<file path="config.mk">
export PLATFORM = sky130hd
export DESIGN_NAME = bpc_front
export DESIGN_NICKNAME = d
export VERILOG_FILES = /design/src/rtl/bpc_pkg.sv /design/src/rtl/bpc_front.sv
export SDC_FILE = /design/constraint.sdc
export NUM_CORES = 1
export LEC_CHECK = 0
export ABC_AREA = 1
export ABC_CLOCK_PERIOD_IN_PS = 2900
export BUFFER_PORTS_ARGS = -buffer_cell sky130_fd_sc_hd__buf_2
export CORE_MARGIN = 1.5
export CORE_UTILIZATION = 40
export DETAILED_ROUTE_END_ITERATION = 7
export PLACE_DENSITY = 0.73
export SYNTH_ARGS = -nofsm -noshare
export SYNTH_HDL_FRONTEND = slang
export SYNTH_SLANG_ARGS = --single-unit
</file>
<file path="constraint.sdc">
create_clock -name clk_i -period 2.9 [get_ports clk_i]
set_clock_uncertainty 0.2 [all_clocks]
set_input_delay 0.29 -clock clk_i [delete_from_list [all_inputs] [get_ports clk_i]]
set_output_delay 0.29 -clock clk_i [all_outputs]
set_load 0.05 [all_outputs]
</file>
<file path="src/rtl/bpc_pkg.sv">
package bpc_pkg;

  localparam int unsigned DIV_W = 32;

  localparam logic [31:0] B6_OFS  = 32'd4000;
  localparam logic [31:0] P_C1    = 32'd3038;
  localparam logic [31:0] P_C2    = 32'hFFFF_E343;  // -7357
  localparam logic [31:0] P_C3    = 32'd3791;
  localparam logic [31:0] B7_BASE = 32'd50000;
  localparam logic [31:0] B7_TOP  = 32'h8000_0000;
  localparam logic [31:0] X3_OFS  = 32'd32768;

  typedef enum logic [2:0] {
    CFG_AC1     = 3'd0,
    CFG_AC2     = 3'd1,
    CFG_AC3     = 3'd2,
    CFG_AC4     = 3'd3,
    CFG_AC5_AC6 = 3'd4,
    CFG_B1_B2   = 3'd5,
    CFG_MC_MD   = 3'd6,
    CFG_OSS     = 3'd7
  } cfg_idx_e;

  typedef struct packed {
    logic        op;
    logic [15:0] ut;
    logic [18:0] up;
  } item_t;

  typedef struct packed {
    logic [15:0] ac1;
    logic [15:0] ac2;
    logic [15:0] ac3;
    logic [15:0] ac4;
    logic [15:0] ac5;
    logic [15:0] ac6;
    logic [15:0] b1;
    logic [15:0] b2;
    logic [15:0] mc;
    logic [15:0] md;
    logic [1:0]  oss;
  } cal_t;

  typedef struct packed {
    logic nonempty;
    logic full;
  } q_status_t;

endpackage

</file>
<file path="src/rtl/bpc_front.sv">
module bpc_front #(
  parameter int unsigned DEPTH = 4
) (
  input  logic              clk_i,
  input  logic              rst_ni,
  input  logic              in_valid_i,
  output logic              in_ready_o,
  input  bpc_pkg::item_t    in_item_i,
  input  logic              pop_i,
  output bpc_pkg::item_t    item_o,
  output bpc_pkg::q_status_t status_o
);

  localparam int unsigned PW = (DEPTH > 1) ? $clog2(DEPTH) : 1;
  localparam int unsigned CW = $clog2(DEPTH + 1);

  bpc_pkg::item_t mem_q [DEPTH];
  logic [PW-1:0] wr_q, wr_d, rd_q, rd_d;
  logic [CW-1:0] cnt_q, cnt_d;
  logic push, pop;
  bpc_pkg::item_t norm;

  // op only ever carries one bit, nothing else to classify beyond the tag
  always_comb begin
    norm    = in_item_i;
    norm.op = in_item_i.op;
  end

  assign in_ready_o        = (cnt_q != CW'(DEPTH));
  assign push              = in_valid_i && in_ready_o;
  assign pop               = pop_i && (cnt_q != '0);
  assign status_o.nonempty = (cnt_q != '0);
  assign status_o.full     = (cnt_q == CW'(DEPTH));
  assign item_o            = mem_q[rd_q];

  always_comb begin
    wr_d  = wr_q;
    rd_d  = rd_q;
    cnt_d = cnt_q;
    if (push) begin
      wr_d = (wr_q == PW'(DEPTH - 1)) ? '0 : wr_q + 1'b1;
    end
    if (pop) begin
      rd_d = (rd_q == PW'(DEPTH - 1)) ? '0 : rd_q + 1'b1;
    end
    if (push && !pop) begin
      cnt_d = cnt_q + 1'b1;
    end else if (pop && !push) begin
      cnt_d = cnt_q - 1'b1;
    end
  end

  always_ff @(posedge clk_i or negedge rst_ni) begin
    if (!rst_ni) begin
      wr_q  <= '0;
      rd_q  <= '0;
      cnt_q <= '0;
    end else begin
      wr_q  <= wr_d;
      rd_q  <= rd_d;
      cnt_q <= cnt_d;
    end
  end

  always_ff @(posedge clk_i) begin
    if (push) begin
      mem_q[wr_q] <= norm;
    end
  end

endmodule

</file>
==> impl_metrics.py <==
metrics = {
    "outcome": {
        "run_status": "finished clean",
    },
    "cts": {
        "tritoncts_num_sinks": 151,
        "tritoncts": "built",
        "cts_buffers": 17,
        "cts-root-to-sink-buffers": 2,
        "root_buffer": "sky130_fd_sc_hd__clkbuf_16",
        "path_clk_slew_ns": 0.06,
        "worst_skew_pair.late_latency_ns": 0.42,
        "cts_setup_buffers": 0,
        "cts_max_level": 4,
    },
    "power": {
        "total_power_mw": 8.96,
        "ir_worst_vdd_mv": 0.888,
        "static-leakage-power_nw": 3.15,
        "power_density_nw_per_um2": 1150,
    },
    "detailed_routing": {
        "detail-route-antenna-nets": 0,
        "finalWirelength_mm": 11.7,
        "drt-vias-per-instance": 4.78,
        "detail_route.drc_violations": 0,
        "detailedRoute.firstIterationViolations": 211,
        "routed_length_per_instance_microns": 14.6,
        "routed-via-count": 3828,
        "1st_pass_router_iterations": 4,
    },
    "placement": {
        "pre_cts_slack_ns": 0.650,
        "gp_congestion": 0.767,
        "dp_cells": 731,
        "hpwl_mm": 7.00,
        "placed_area_sq_um": 6800,
        "port-buffer-count": 78,
    },
    "worst_setup_path": {
        "slowest_delay_ns": 0.83,
        "path_class": "reg2out",
        "worst_setup_path_start_kind": "flop",
        "path_max_fanout": 63,
        "endpoint_kind": "output pin",
        "timing.critical_path.required_ns": 2.41,
        "slowest_stage": "sky130_fd_sc_hd__dfrtp_4",
        "critPathArrivalTime_ns": 2.13,
        "worstPathCellList": "buf_12, o211ai_1, nand2_1, buf_2",
    },
    "floorplanning": {
        "core_area_sq_um": 15100,
        "die_width_microns": 127,
        "dieArea_sq_um": 16300,
        "initial_core_util": 0.409,
        "core.rowCount": 45,
        "die-height_microns": 127,
        "i_o_pin_total": 79,
    },
    "logic_synthesis": {
        "total_of_flip_flops_plus_latches_after_synthesis": 151,
        "synth_largest_type_area_fraction": 0.698,
        "synthDominantAreaCellType": "sky130_fd_sc_hd__edfxtp_1",
        "post_synth_main_area_contributors": "sky130_fd_sc_hd__edfxtp_1 70%, sky130_fd_sc_hd__o211ai_1 8.7%, sky130_fd_sc_hd__nand2_1 7.4%",
        "synth_edf_count": 144,
        "synth_nets": 526,
        "synth_flop_type": "sky130_fd_sc_hd__edfxtp_1",
        "async_flop_share": 0.0464,
        "netlist_area_sq_um": 6200,
        "synth.cells.most_frequent": "144 x sky130_fd_sc_hd__edfxtp_1, 123 x sky130_fd_sc_hd__nand2_1, 86 x sky130_fd_sc_hd__inv_1",
        "sequential_area_share_after_synthesis": 0.726,
        "syn_avg_cell_area_sq_um": 12.9,
        "synth.lib_cells_used.distinct": 16,
        "ys_warn_count": 0,
        "synth_cells": 479,
        "yosysMostFrequentCell": "sky130_fd_sc_hd__edfxtp_1",
    },
    "min_path": {
        "hold_path.class": "in2async",
    },
    "final_layout": {
        "non_filler_instance_count_after_layout": 801,
        "layout_overhead_on_the_synthesized_area_pct": 25.6,
        "fin_nets": 648,
        "finish.instance_area_sq_um": 7790,
        "final_core_utilization": 0.514,
        "fraction_of_final_layout_cells_sized_beyond_drive_strength_1": 0.196,
        "insertedDiodeCount": 0,
    },
    "sta": {
        "report.final.hold_viol_count": 0,
        "tightest_slew_ns": 0.628,
        "final.setup.worst_slack_ns": 0.278,
        "slew_violations": 0,
        "setup_repair_after_global_routing_missed_its_margin": "false",
        "final_worst_path_period_need_ns": 2.62,
        "final.period_utilization": 0.904,
        "timing.slew.headroom": 0.581,
        "setup_viol": 0,
        "fmax_mhz": 381,
        "hold_slack_ns": 0.0345,
        "tns_ns": 0,
    },
    "global_routing": {
        "grt_first_pass_wirelength_mm": 18.9,
        "antenna_violations_before_repair": 0,
        "overflow": 0,
        "global_route.usage.total": 0.156,
        "first_global_vias": 3874,
        "grt_max_degree": 64,
    },
    "flow_run": {
        "max_cap_violations": 0,
    },
}
==> path summary, 6_finish.rpt <==
kind / startpoint / endpoint / slack [ns] / cells past startpoint
min in group clk_i: cnt_q[2] / cnt_q[2] / 0.31 / 2
max in group asynchronous: rst_ni / rd_q[0] / 2.28 / 2
worst min register to register: cnt_q[2] / cnt_q[2] / 0.31 / 2
worst min-delay path: rst_ni / wr_q[0] / 0.03 / 2
worst max register to register: cnt_q[0] / cnt_q[2] / 0.64 / 12
worst max-delay path: rd_q[0] / item_o[26] / 0.28 / 4
==> logic make-up (layout without fill, tap and decap cells) <==
family                   count (synthesis)  count (layout)  synth area share
flip-flops                             151             151             0.726
AND/OR/NAND/NOR                        137             137            0.0848
buffers and inverters                  110             244            0.0846
AO/OA/AOI/OAI                           73              73            0.0880
adder cells (fa/ha/maj)                  7               7            0.0153
XOR/XNOR                                 1               1           0.00141
==> state kept, by name (all words and copies together) (netlist names) <==
register	count
cnt_q	3
mem_q	144
rd_q	2
wr_q	2
==> placed cells by master (no fill, tap or decap), drive strengths merged, types with 4 or more instances in the layout <==
cell type	instances
edfxtp	144
nand2	123
inv	87
buf	87
o211ai	72
dlygate4sd3	39
clkbuf	19
nand3	7
dfrtp	7
clkinv	7
ha	6
nor2	6
bufinv	4
==> critical path: cells and delay by family (launching register included) <==
kind	cells	cell delay (ns)
flip-flops	1	0.83
buffers and inverters	2	0.58
AO/OA/AOI/OAI	1	0.14
AND/OR/NAND/NOR	1	0.10
==> metal layers <==
layer,GRT usage,routed length (microns),up-vias,share of wire
li1,-,-,1898,-
met4,0.0642,168,0,0.014
met5,0,0,-,0
met3,0.0452,463,15,0.040
met2,0.267,5840,79,0.50
met1,0.184,5230,1836,0.45
==> area by class of cell <==
class                           instances  area (sq um)
Fill cell                            1262          7360
Sequential cell                       151          4500
Multi-Input combinational cell        218          1200
Timing Repair Buffer                  126           923
Clock buffer                           19           433
Inverter                               87           327
Tap cell                              188           235
Clock inverter                         12           159
==> power breakdown <==
group	switching (mW)	internal, mW	leakage (nW)
clock	0.796	1.42	0.289
combinational	2.67	0.923	1.46
sequential	0.281	2.87	1.40
==> repair_timing <==
action | CTS | global route
hold buffers | 39 | 0
setup endpoints to repair | 0 | 0
endpoints found under the hold margin | 155 | 0
resized for setup | 0 | 0
No activity file was read; power rests on OpenSTA's default activity.
